`config.mk`:
```
export PLATFORM = sky130hd
export DESIGN_NAME = sha256_byte_stream_hasher_core_flat
export DESIGN_NICKNAME = d
export VERILOG_FILES = /design/src/design/sha_pkg.sv /design/src/design/sha_in_if.sv /design/src/design/sha_out_if.sv /design/src/design/sha256_byte_stream_hasher_core.sv /design/src/design/sha_datapath.sv /design/src/design/sha_ctrl.sv /design/src/flat_wrapper.sv
export SDC_FILE = /design/constraint.sdc
export NUM_CORES = 2
export LEC_CHECK = 0
export BUFFER_PORTS_ARGS = -buffer_cell sky130_fd_sc_hd__buf_4
export CORE_MARGIN = 4
export CORE_UTILIZATION = 58
export CTS_CLUSTER_DIAMETER = 100
export CTS_CLUSTER_SIZE = 14
export DETAILED_ROUTE_END_ITERATION = 8
export PLACE_DENSITY = 0.74
export SYNTH_ARGS = -nofsm -noshare
export SYNTH_HDL_FRONTEND = slang
export SYNTH_SLANG_ARGS = --single-unit
```
`constraint.sdc`:
```
create_clock -name clk_i -period 15 [get_ports clk_i]
set_input_delay 0.75 -clock clk_i [delete_from_list [all_inputs] [get_ports clk_i]]
set_output_delay 0.75 -clock clk_i [all_outputs]
set_load 0.01 [all_outputs]
```
`src/design/sha_pkg.sv`:
```
package sha_pkg;

  typedef enum logic [2:0] {
    ST_IDLE,
    ST_LOAD,
    ST_ROUND,
    ST_ADD,
    ST_PAD,
    ST_PAD2,
    ST_OUT
  } state_e;

  // Which block of the message is being compressed.
  typedef enum logic [1:0] {
    PH_DATA,
    PH_EXTRA,
    PH_LAST
  } phase_e;

  typedef struct packed {
    logic       wr_byte;
    logic       load;
    logic       round;
    logic       add;
    logic       pad;
    logic       clear;
    logic       len;
    logic       rst_msg;
    logic [5:0] rnd;
    logic [2:0] word_idx;
  } cmd_t;

  typedef struct packed {
    logic [5:0] pos;
  } sts_t;

  localparam logic [7:0] PadByte = 8'h80;
  localparam logic [5:0] LastPos = 6'd63;
  localparam logic [5:0] LastRnd = 6'd63;
  localparam logic [2:0] LastWord = 3'd7;

  function automatic logic [31:0] sha_iv(input logic [2:0] i);
    logic [31:0] r;
    case (i)
      3'd0: r = 32'h6a09e667;
      3'd1: r = 32'hbb67ae85;
      3'd2: r = 32'h3c6ef372;
      3'd3: r = 32'ha54ff53a;
      3'd4: r = 32'h510e527f;
      3'd5: r = 32'h9b05688c;
      3'd6: r = 32'h1f83d9ab;
      default: r = 32'h5be0cd19;
    endcase
    return r;
  endfunction

  function automatic logic [31:0] sha_k(input logic [5:0] t);
    logic [31:0] r;
    case (t)
      6'd0:  r = 32'h428a2f98;
      6'd1:  r = 32'h71374491;
      6'd2:  r = 32'hb5c0fbcf;
      6'd3:  r = 32'he9b5dba5;
      6'd4:  r = 32'h3956c25b;
      6'd5:  r = 32'h59f111f1;
      6'd6:  r = 32'h923f82a4;
      6'd7:  r = 32'hab1c5ed5;
      6'd8:  r = 32'hd807aa98;
      6'd9:  r = 32'h12835b01;
      6'd10: r = 32'h243185be;
      6'd11: r = 32'h550c7dc3;
      6'd12: r = 32'h72be5d74;
      6'd13: r = 32'h80deb1fe;
      6'd14: r = 32'h9bdc06a7;
      6'd15: r = 32'hc19bf174;
      6'd16: r = 32'he49b69c1;
      6'd17: r = 32'hefbe4786;
      6'd18: r = 32'h0fc19dc6;
      6'd19: r = 32'h240ca1cc;
      6'd20: r = 32'h2de92c6f;
      6'd21: r = 32'h4a7484aa;
      6'd22: r = 32'h5cb0a9dc;
      6'd23: r = 32'h76f988da;
      6'd24: r = 32'h983e5152;
      6'd25: r = 32'ha831c66d;
      6'd26: r = 32'hb00327c8;
      6'd27: r = 32'hbf597fc7;
      6'd28: r = 32'hc6e00bf3;
      6'd29: r = 32'hd5a79147;
      6'd30: r = 32'h06ca6351;
      6'd31: r = 32'h14292967;
      6'd32: r = 32'h27b70a85;
      6'd33: r = 32'h2e1b2138;
      6'd34: r = 32'h4d2c6dfc;
      6'd35: r = 32'h53380d13;
      6'd36: r = 32'h650a7354;
      6'd37: r = 32'h766a0abb;
      6'd38: r = 32'h81c2c92e;
      6'd39: r = 32'h92722c85;
      6'd40: r = 32'ha2bfe8a1;
      6'd41: r = 32'ha81a664b;
      6'd42: r = 32'hc24b8b70;
      6'd43: r = 32'hc76c51a3;
      6'd44: r = 32'hd192e819;
      6'd45: r = 32'hd6990624;
      6'd46: r = 32'hf40e3585;
      6'd47: r = 32'h106aa070;
      6'd48: r = 32'h19a4c116;
      6'd49: r = 32'h1e376c08;
      6'd50: r = 32'h2748774c;
      6'd51: r = 32'h34b0bcb5;
      6'd52: r = 32'h391c0cb3;
      6'd53: r = 32'h4ed8aa4a;
      6'd54: r = 32'h5b9cca4f;
      6'd55: r = 32'h682e6ff3;
      6'd56: r = 32'h748f82ee;
      6'd57: r = 32'h78a5636f;
      6'd58: r = 32'h84c87814;
      6'd59: r = 32'h8cc70208;
      6'd60: r = 32'h90befffa;
      6'd61: r = 32'ha4506ceb;
      6'd62: r = 32'hbef9a3f7;
      default: r = 32'hc67178f2;
    endcase
    return r;
  endfunction

endpackage

```
`src/design/sha_in_if.sv`:
```
interface sha_in_if;
  logic       valid;
  logic       ready;
  logic [7:0] data_byte;
  logic       has_byte;
  logic       end_of_message;

  modport source (output valid, data_byte, has_byte, end_of_message, input ready);
  modport sink (input valid, data_byte, has_byte, end_of_message, output ready);
endinterface

```
`src/design/sha_out_if.sv`:
```
interface sha_out_if;
  logic        valid;
  logic        ready;
  logic [31:0] digest_word;
  logic [2:0]  word_index;
  logic        last_word;

  modport source (output valid, digest_word, word_index, last_word, input ready);
  modport sink (input valid, digest_word, word_index, last_word, output ready);
endinterface

```
`src/design/sha256_byte_stream_hasher_core.sv`:
```
// Channel  Dir  Payload                                   Accepted when
// in_i     in   data_byte[8], has_byte, end_of_message    valid && ready
// out_o    out  digest_word[32], word_index[3], last_word valid && ready
//
// Bytes that do not complete a 64-byte block stream at one per cycle. A byte
// that completes a block starts compression: one load, 64 rounds through the
// single round unit, and one chaining add. An end item then costs a padding
// step and a load, the rounds and an add for each padded block
// (two blocks when fewer than nine bytes remain in the last block), then eight
// output items. Reset loads the standard initial hash and clears the byte count.
// Input waits during compression, padding and digest delivery; digest words
// wait for as long as the output's ready stays low.
module sha256_byte_stream_hasher_core (
  input logic        clk_i,
  input logic        rst_ni,
  sha_in_if.sink     in_i,
  sha_out_if.source  out_o
);
  import sha_pkg::*;

  cmd_t        cmd;
  sts_t        sts;
  logic [31:0] digest;

  // The controller sequences byte loading, rounds, padding and digest output.
  sha_ctrl u_ctrl (
    .clk_i       (clk_i),
    .rst_ni      (rst_ni),
    .in_valid_i  (in_i.valid),
    .in_has_i    (in_i.has_byte),
    .in_end_i    (in_i.end_of_message),
    .in_ready_o  (in_i.ready),
    .out_ready_i (out_o.ready),
    .out_valid_o (out_o.valid),
    .sts_i       (sts),
    .cmd_o       (cmd)
  );

  // The datapath holds the block buffer, which is also the schedule window,
  // the working words, the chaining words and the message byte count.
  sha_datapath u_dp (
    .clk_i    (clk_i),
    .rst_ni   (rst_ni),
    .cmd_i    (cmd),
    .byte_i   (in_i.data_byte),
    .sts_o    (sts),
    .digest_o (digest)
  );

  // Digest words come straight from the chaining registers, which hold still
  // until the last word has been taken.
  assign out_o.digest_word = digest;
  assign out_o.word_index  = cmd.word_idx;
  assign out_o.last_word   = (cmd.word_idx == LastWord);

endmodule

```
`src/design/sha_datapath.sv`:
```
module sha_datapath (
  input  logic          clk_i,
  input  logic          rst_ni,
  input  sha_pkg::cmd_t cmd_i,
  input  logic [7:0]    byte_i,
  output sha_pkg::sts_t sts_o,
  output logic [31:0]   digest_o
);
  import sha_pkg::*;

  logic [31:0] h_q [8];
  logic [31:0] v_q [8];
  logic [31:0] v_d [8];
  logic [31:0] w_q [16];
  logic [31:0] w_d [16];
  logic [60:0] cnt_q;
  logic [63:0] bit_len;
  logic [4:0]  lane_off;
  logic [31:0] w_new;
  logic [31:0] t1;
  logic [31:0] t2;

  function automatic logic [31:0] rotr(input logic [31:0] x, input int n);
    return (x >> n) | (x << (32 - n));
  endfunction

  assign bit_len  = {cnt_q, 3'b000};
  // Bytes are packed big-endian: byte 0 of a word sits in bits 31:24.
  assign lane_off = {~cnt_q[1:0], 3'b000};

  assign w_new = w_q[0]
               + (rotr(w_q[1], 7) ^ rotr(w_q[1], 18) ^ (w_q[1] >> 3))
               + w_q[9]
               + (rotr(w_q[14], 17) ^ rotr(w_q[14], 19) ^ (w_q[14] >> 10));

  assign t1 = v_q[7]
            + (rotr(v_q[4], 6) ^ rotr(v_q[4], 11) ^ rotr(v_q[4], 25))
            + ((v_q[4] & v_q[5]) ^ (~v_q[4] & v_q[6]))
            + sha_k(cmd_i.rnd)
            + w_q[0];
  assign t2 = (rotr(v_q[0], 2) ^ rotr(v_q[0], 13) ^ rotr(v_q[0], 22))
            + ((v_q[0] & v_q[1]) ^ (v_q[0] & v_q[2]) ^ (v_q[1] & v_q[2]));

  // The block buffer doubles as the 16-word schedule window.
  always_comb begin
    for (int i = 0; i < 16; i++) begin
      w_d[i] = w_q[i];
    end
    if (cmd_i.round) begin
      for (int i = 0; i < 15; i++) begin
        w_d[i] = w_q[i+1];
      end
      w_d[15] = w_new;
    end else begin
      if (cmd_i.wr_byte) begin
        w_d[cnt_q[5:2]][lane_off +: 8] = byte_i;
      end
      if (cmd_i.pad) begin
        for (int i = 0; i < 16; i++) begin
          for (int b = 0; b < 4; b++) begin
            if (6'(4 * i + b) == cnt_q[5:0]) begin
              w_d[i][8*(3-b) +: 8] = PadByte;
            end else if (6'(4 * i + b) > cnt_q[5:0]) begin
              w_d[i][8*(3-b) +: 8] = 8'h00;
            end
          end
        end
      end
      if (cmd_i.clear) begin
        for (int i = 0; i < 16; i++) begin
          w_d[i] = 32'h0;
        end
      end
      if (cmd_i.len) begin
        w_d[14] = bit_len[63:32];
        w_d[15] = bit_len[31:0];
      end
    end
  end

  always_comb begin
    for (int i = 0; i < 8; i++) begin
      v_d[i] = v_q[i];
    end
    if (cmd_i.load) begin
      for (int i = 0; i < 8; i++) begin
        v_d[i] = h_q[i];
      end
    end else if (cmd_i.round) begin
      v_d[7] = v_q[6];
      v_d[6] = v_q[5];
      v_d[5] = v_q[4];
      v_d[4] = v_q[3] + t1;
      v_d[3] = v_q[2];
      v_d[2] = v_q[1];
      v_d[1] = v_q[0];
      v_d[0] = t1 + t2;
    end
  end

  always_ff @(posedge clk_i) begin
    for (int i = 0; i < 16; i++) begin
      w_q[i] <= w_d[i];
    end
    for (int i = 0; i < 8; i++) begin
      v_q[i] <= v_d[i];
    end
  end

  always_ff @(posedge clk_i or negedge rst_ni) begin
    if (!rst_ni) begin
      cnt_q <= '0;
      for (int i = 0; i < 8; i++) begin
        h_q[i] <= sha_iv(3'(i));
      end
    end else begin
      if (cmd_i.rst_msg) begin
        cnt_q <= '0;
        for (int i = 0; i < 8; i++) begin
          h_q[i] <= sha_iv(3'(i));
        end
      end else begin
        if (cmd_i.wr_byte) begin
          cnt_q <= cnt_q + 61'd1;
        end
        if (cmd_i.add) begin
          for (int i = 0; i < 8; i++) begin
            h_q[i] <= h_q[i] + v_q[i];
          end
        end
      end
    end
  end

  assign sts_o.pos = cnt_q[5:0];
  assign digest_o  = h_q[cmd_i.word_idx];

endmodule

```
`src/design/sha_ctrl.sv`:
```
module sha_ctrl (
  input  logic          clk_i,
  input  logic          rst_ni,
  input  logic          in_valid_i,
  input  logic          in_has_i,
  input  logic          in_end_i,
  output logic          in_ready_o,
  input  logic          out_ready_i,
  output logic          out_valid_o,
  input  sha_pkg::sts_t sts_i,
  output sha_pkg::cmd_t cmd_o
);
  import sha_pkg::*;

  state_e     state_q, state_d;
  phase_e     phase_q;
  logic [5:0] rnd_q;
  logic [2:0] idx_q;
  logic       end_q;
  logic       in_acc;
  logic       out_acc;
  logic       no_room;

  assign in_acc  = (state_q == ST_IDLE) && in_valid_i;
  assign out_acc = (state_q == ST_OUT) && out_ready_i;
  // From byte 56 on the length field no longer fits in the block.
  assign no_room = sts_i.pos inside {[6'd56:6'd63]};

  always_comb begin
    state_d = state_q;
    case (state_q)
      ST_IDLE: begin
        if (in_valid_i) begin
          if (in_has_i && (sts_i.pos == LastPos)) begin
            state_d = ST_LOAD;
          end else if (in_end_i) begin
            state_d = ST_PAD;
          end
        end
      end
      ST_LOAD:  state_d = ST_ROUND;
      ST_ROUND: begin
        if (rnd_q == LastRnd) begin
          state_d = ST_ADD;
        end
      end
      ST_ADD: begin
        case (phase_q)
          PH_DATA:  state_d = end_q ? ST_PAD : ST_IDLE;
          PH_EXTRA: state_d = ST_PAD2;
          PH_LAST:  state_d = ST_OUT;
          default:  state_d = ST_IDLE;
        endcase
      end
      ST_PAD:  state_d = ST_LOAD;
      ST_PAD2: state_d = ST_LOAD;
      ST_OUT: begin
        if (out_ready_i && (idx_q == LastWord)) begin
          state_d = ST_IDLE;
        end
      end
      default: state_d = ST_IDLE;
    endcase
  end

  always_comb begin
    cmd_o          = '0;
    cmd_o.rnd      = rnd_q;
    cmd_o.word_idx = idx_q;
    in_ready_o     = 1'b0;
    out_valid_o    = 1'b0;
    case (state_q)
      ST_IDLE: begin
        in_ready_o    = 1'b1;
        cmd_o.wr_byte = in_valid_i && in_has_i;
      end
      ST_LOAD:  cmd_o.load = 1'b1;
      ST_ROUND: cmd_o.round = 1'b1;
      ST_ADD:   cmd_o.add = 1'b1;
      ST_PAD: begin
        cmd_o.pad = 1'b1;
        cmd_o.len = !no_room;
      end
      ST_PAD2: begin
        cmd_o.clear = 1'b1;
        cmd_o.len   = 1'b1;
      end
      ST_OUT: begin
        out_valid_o   = 1'b1;
        cmd_o.rst_msg = out_ready_i && (idx_q == LastWord);
      end
      default: ;
    endcase
  end

  always_ff @(posedge clk_i or negedge rst_ni) begin
    if (!rst_ni) begin
      state_q <= ST_IDLE;
      phase_q <= PH_DATA;
      rnd_q   <= '0;
      idx_q   <= '0;
      end_q   <= 1'b0;
    end else begin
      state_q <= state_d;
      if (in_acc) begin
        end_q   <= in_end_i;
        phase_q <= PH_DATA;
      end
      if (state_q == ST_PAD) begin
        phase_q <= no_room ? PH_EXTRA : PH_LAST;
      end
      if (state_q == ST_PAD2) begin
        phase_q <= PH_LAST;
      end
      if (state_q == ST_LOAD) begin
        rnd_q <= '0;
      end else if (state_q == ST_ROUND) begin
        rnd_q <= rnd_q + 6'd1;
      end
      if (out_acc) begin
        idx_q <= idx_q + 3'd1;
      end
    end
  end

  a_no_overlap: assert property (@(posedge clk_i) disable iff (!rst_ni)
    !(in_ready_o && out_valid_o))
    else $error("input and digest output open at once");

  a_round_from_load: assert property (@(posedge clk_i) disable iff (!rst_ni)
    $rose(state_q == ST_ROUND) |-> $past(state_q == ST_LOAD))
    else $error("rounds started without loading working words");

  a_rounds_done: assert property (@(posedge clk_i) disable iff (!rst_ni)
    (state_q == ST_ROUND && rnd_q == LastRnd) |=> (state_q == ST_ADD))
    else $error("compression did not end after 64 rounds");

  a_digest_done: assert property (@(posedge clk_i) disable iff (!rst_ni)
    (out_acc && idx_q == LastWord) |=> (state_q == ST_IDLE && idx_q == 3'd0))
    else $error("digest delivery did not return to idle");

endmodule
```
`src/flat_wrapper.sv`:
```
// flat-port wrapper written by rule: the top's interface ports become plain ports
module sha256_byte_stream_hasher_core_flat import sha_pkg::*;
  (clk_i, rst_ni, in_i_valid, in_i_data_byte, in_i_has_byte, in_i_end_of_message, in_i_ready, out_o_valid, out_o_digest_word, out_o_word_index, out_o_last_word, out_o_ready);
  sha_in_if in_i_i ();
  sha_out_if out_o_i ();
  input logic clk_i;
  input logic rst_ni;
  input wire logic [$bits(in_i_i.valid)-1:0] in_i_valid;
  input wire logic [$bits(in_i_i.data_byte)-1:0] in_i_data_byte;
  input wire logic [$bits(in_i_i.has_byte)-1:0] in_i_has_byte;
  input wire logic [$bits(in_i_i.end_of_message)-1:0] in_i_end_of_message;
  output wire logic [$bits(in_i_i.ready)-1:0] in_i_ready;
  output wire logic [$bits(out_o_i.valid)-1:0] out_o_valid;
  output wire logic [$bits(out_o_i.digest_word)-1:0] out_o_digest_word;
  output wire logic [$bits(out_o_i.word_index)-1:0] out_o_word_index;
  output wire logic [$bits(out_o_i.last_word)-1:0] out_o_last_word;
  input wire logic [$bits(out_o_i.ready)-1:0] out_o_ready;
  assign in_i_i.valid = in_i_valid;
  assign in_i_i.data_byte = in_i_data_byte;
  assign in_i_i.has_byte = in_i_has_byte;
  assign in_i_i.end_of_message = in_i_end_of_message;
  assign in_i_ready = in_i_i.ready;
  assign out_o_valid = out_o_i.valid;
  assign out_o_digest_word = out_o_i.digest_word;
  assign out_o_word_index = out_o_i.word_index;
  assign out_o_last_word = out_o_i.last_word;
  assign out_o_i.ready = out_o_ready;
  sha256_byte_stream_hasher_core u_core (.clk_i(clk_i), .rst_ni(rst_ni), .in_i(in_i_i), .out_o(out_o_i));
endmodule
```
==> impl_results.md <==
* Hpwl dp at 221.8 mm
* DRC at 0
* Post-CTS setup buffer count at 0
* Syn_area_per_cell at 8.192 um2
* Worst hold path type: in -> async
* Share of layout cells above drive strength 1 at 0.06539
* Register Area at 26430 um2
* Worst-Skew Late Latency at 0.75 ns
* Clock buffer depth at 3
* Synth Instances at 9314
* Ys flop type: dfxtp_1
* Initial DRC count at 8614
* Largest net degree at the start of global routing at 96
* Yosys cell types at 106
* Total GRT Usage at 0.4263
* FF-to-FF path depth at 37
* Critical path class: reg -> reg
* Crit-path max FO at 19
* Data required, critical path at 15.55 ns
* CP Capture Type: flop
* Drt wl/cell at 27.77 um
* Cell area after synthesis at 76300 um2
* H-tree depth at 3
* Multi-input logic area at 46490 um2
* Num CTS Buffers at 90
* Slowest Stage Delay on Critical Path at 0.89 ns
* Slew Viols, Final at 0
* Die H at 370.7 um
* CTS resizes at 0
* Final worst path period share at 0.7388
* CTS Root Cell: clkbuf_16
* Clk pin slew, worst setup/hold paths at 0.08 ns
* R2r startpoint: u_core.u_ctrl.rnd_q[1]
* Max stage delay cell, worst path: ha_1
* FFs w/ async S/R, synth at 0.3018
* Final setup viols at 0
* MaxCap Viol Count at 0
* Layout Nets at 9591
* Total length of routed wires at 299.7 mm
* Final hold violation count at 0
* Io pins at 52
* Initial antenna violation count at 9
* Seq/Total Area, Yosys at 0.3462
* Core ar. at 130100 um2
* Post-route ant nets at 0
* Hold WS at 0.07826 ns
* Most frequent cells in the layout: nand2_1 (1585), a21oi_1 (1027), o21ai_0 (1007)
* Setup TNS at 0 ns
* Clock sinks at 1100
* Slew HR at 0.05671
* Die Area at 137400 um2
* Post-CTS Hold Fix Bufs at 0
* Vias in the first global route at 68221
* Tmin final at 11.08 ns
* YS warnings at 0
* Syn_nets at 9925
* Final core occ at 0.6161
* TritonCTS clock tree: done
* Router iterations before antenna repair at 8
* #FFs+latches synth at 1100
* Status: completed
* First-pass GRT wire length at 440.1 mm
* EDFF count, synth at 256
* Total gr overflow at 0
* Setup Skew at 0.06494 ns
* Fmax at 90.24 MHz
* Starting Density at 0.5863
* Unrepaired setup endpoints after global routing: false
* PortBufs at 51
* RD Place Congestion at 1.042
* Vias per cell at 6.566
* Reg-to-reg setup timing slack at 3.92 ns
* Worst Tran Pin Value at 1.410 ns
* Num rows at 132
* Layout area overhead at 5.093%
* Worst Setup Start Kind: flop
* Critical path arrival at 11.63 ns
* Via count at 70850
* Fillers at 11595
* Commonest non-fill, non-tap cell in the layout: nand2_1
* CP dominant cell by count: a21oi_1
* Die Wd at 370.7 um
* Reg2reg end: u_core.u_dp.v_q[0][31]
* Crit path from: u_core.u_ctrl.rnd_q[1]
## kinds of logic (layout without fill, tap and decap cells)
group,after synthesis,in the layout,synth area share
simple gates,3061,3061,0.1680
compound gates,2858,2858,0.2186
buf+inv,917,641,0.04538
mux,147,147,0.03153
fa+ha+maj,600,600,0.1175
other cells,0,11,0
flops,1100,1100,0.3462
xor+xnor,631,631,0.07279
## synth_stat cells, types with 60 or more instances
library cell | count | area share
nand2_1 | 1588 | 0.078
a21oi_1 | 1027 | 0.067
o21ai_0 | 1009 | 0.066
nor2_1 | 872 | 0.043
clkbuf_1 | 512 | 0.025
dfxtp_1 | 512 | 0.13
ha_1 | 402 | 0.066
xnor2_1 | 397 | 0.046
inv_1 | 342 | 0.017
edfxtp_1 | 256 | 0.10
xor2_1 | 232 | 0.027
a21o_1 | 199 | 0.020
dfrtp_1 | 196 | 0.064
fa_1 | 195 | 0.051
nand3_1 | 159 | 0.010
dfstp_2 | 136 | 0.047
nor3_1 | 98 | 0.0064
o21a_1 | 86 | 0.0085
mux4_2 | 69 | 0.020
nand2b_1 | 68 | 0.0056
nor2b_1 | 60 | 0.0049
## stage by stage
step,cells,area (um2),setup WS [ns]
detailed placement,10630,77510,4.045
global route,10782,80160,3.308
finish,10791,80180,3.918
floorplan,9314,76300,6.341
CTS,10780,80160,4.032
global placement,10630,77510,4.207
## area by class of cell
cell class	count	share of cell area
clock buffer	140	0.03069
antenna	11	0.0003433
tap	1742	0.02718
timing repair buffer	146	0.01376
inverter	345	0.01624
multi-input combinational	7297	0.5798
sequential	1100	0.3296
clock inverter	10	0.002356
## routing by layer
metal,track usage,up-vias,part of all wire
li1,-,31610,-
met1,0.5019,34059,0.36
met2,0.6867,4029,0.45
met3,0.08378,1148,0.090
met4,0.3282,4,0.095
met5,0,-,0.000090
## state kept, by name, summed over array words and instances (netlist names)
signal,count
u_core.u_ctrl.end_q,1
u_core.u_ctrl.idx_q,3
u_core.u_ctrl.phase_q,2
u_core.u_ctrl.rnd_q,6
u_core.u_ctrl.state_q,3
u_core.u_dp.cnt_q,61
u_core.u_dp.h_q,256
u_core.u_dp.v_q,256
u_core.u_dp.w_q,512
## worst max-delay path by stage
stage                             endpoint  slack (ns)
floorplan           u_core.u_dp.v_q[0][31]        6.34
global placement    u_core.u_dp.v_q[0][31]        4.21
detailed placement  u_core.u_dp.v_q[0][30]        4.04
CTS                 u_core.u_dp.v_q[0][30]        4.03
global route        u_core.u_dp.v_q[0][30]        3.31
finish              u_core.u_dp.v_q[0][31]        3.92
## worst max-delay path: cells and delay by family, from the launching register on
family,cells,cell delay [ns]
AO/OA/AOI/OAI,19,4.46
XOR/XNOR,2,0.44
adder cells (fa/ha/maj),7,3.55
buffers and inverters,5,0.92
flip-flops,1,0.75
AND/OR/NAND/NOR,4,0.82
Power is left out: the tool's default activity adds up to more than one toggle a clock period on the data nets, which glitch-free logic cannot reach.
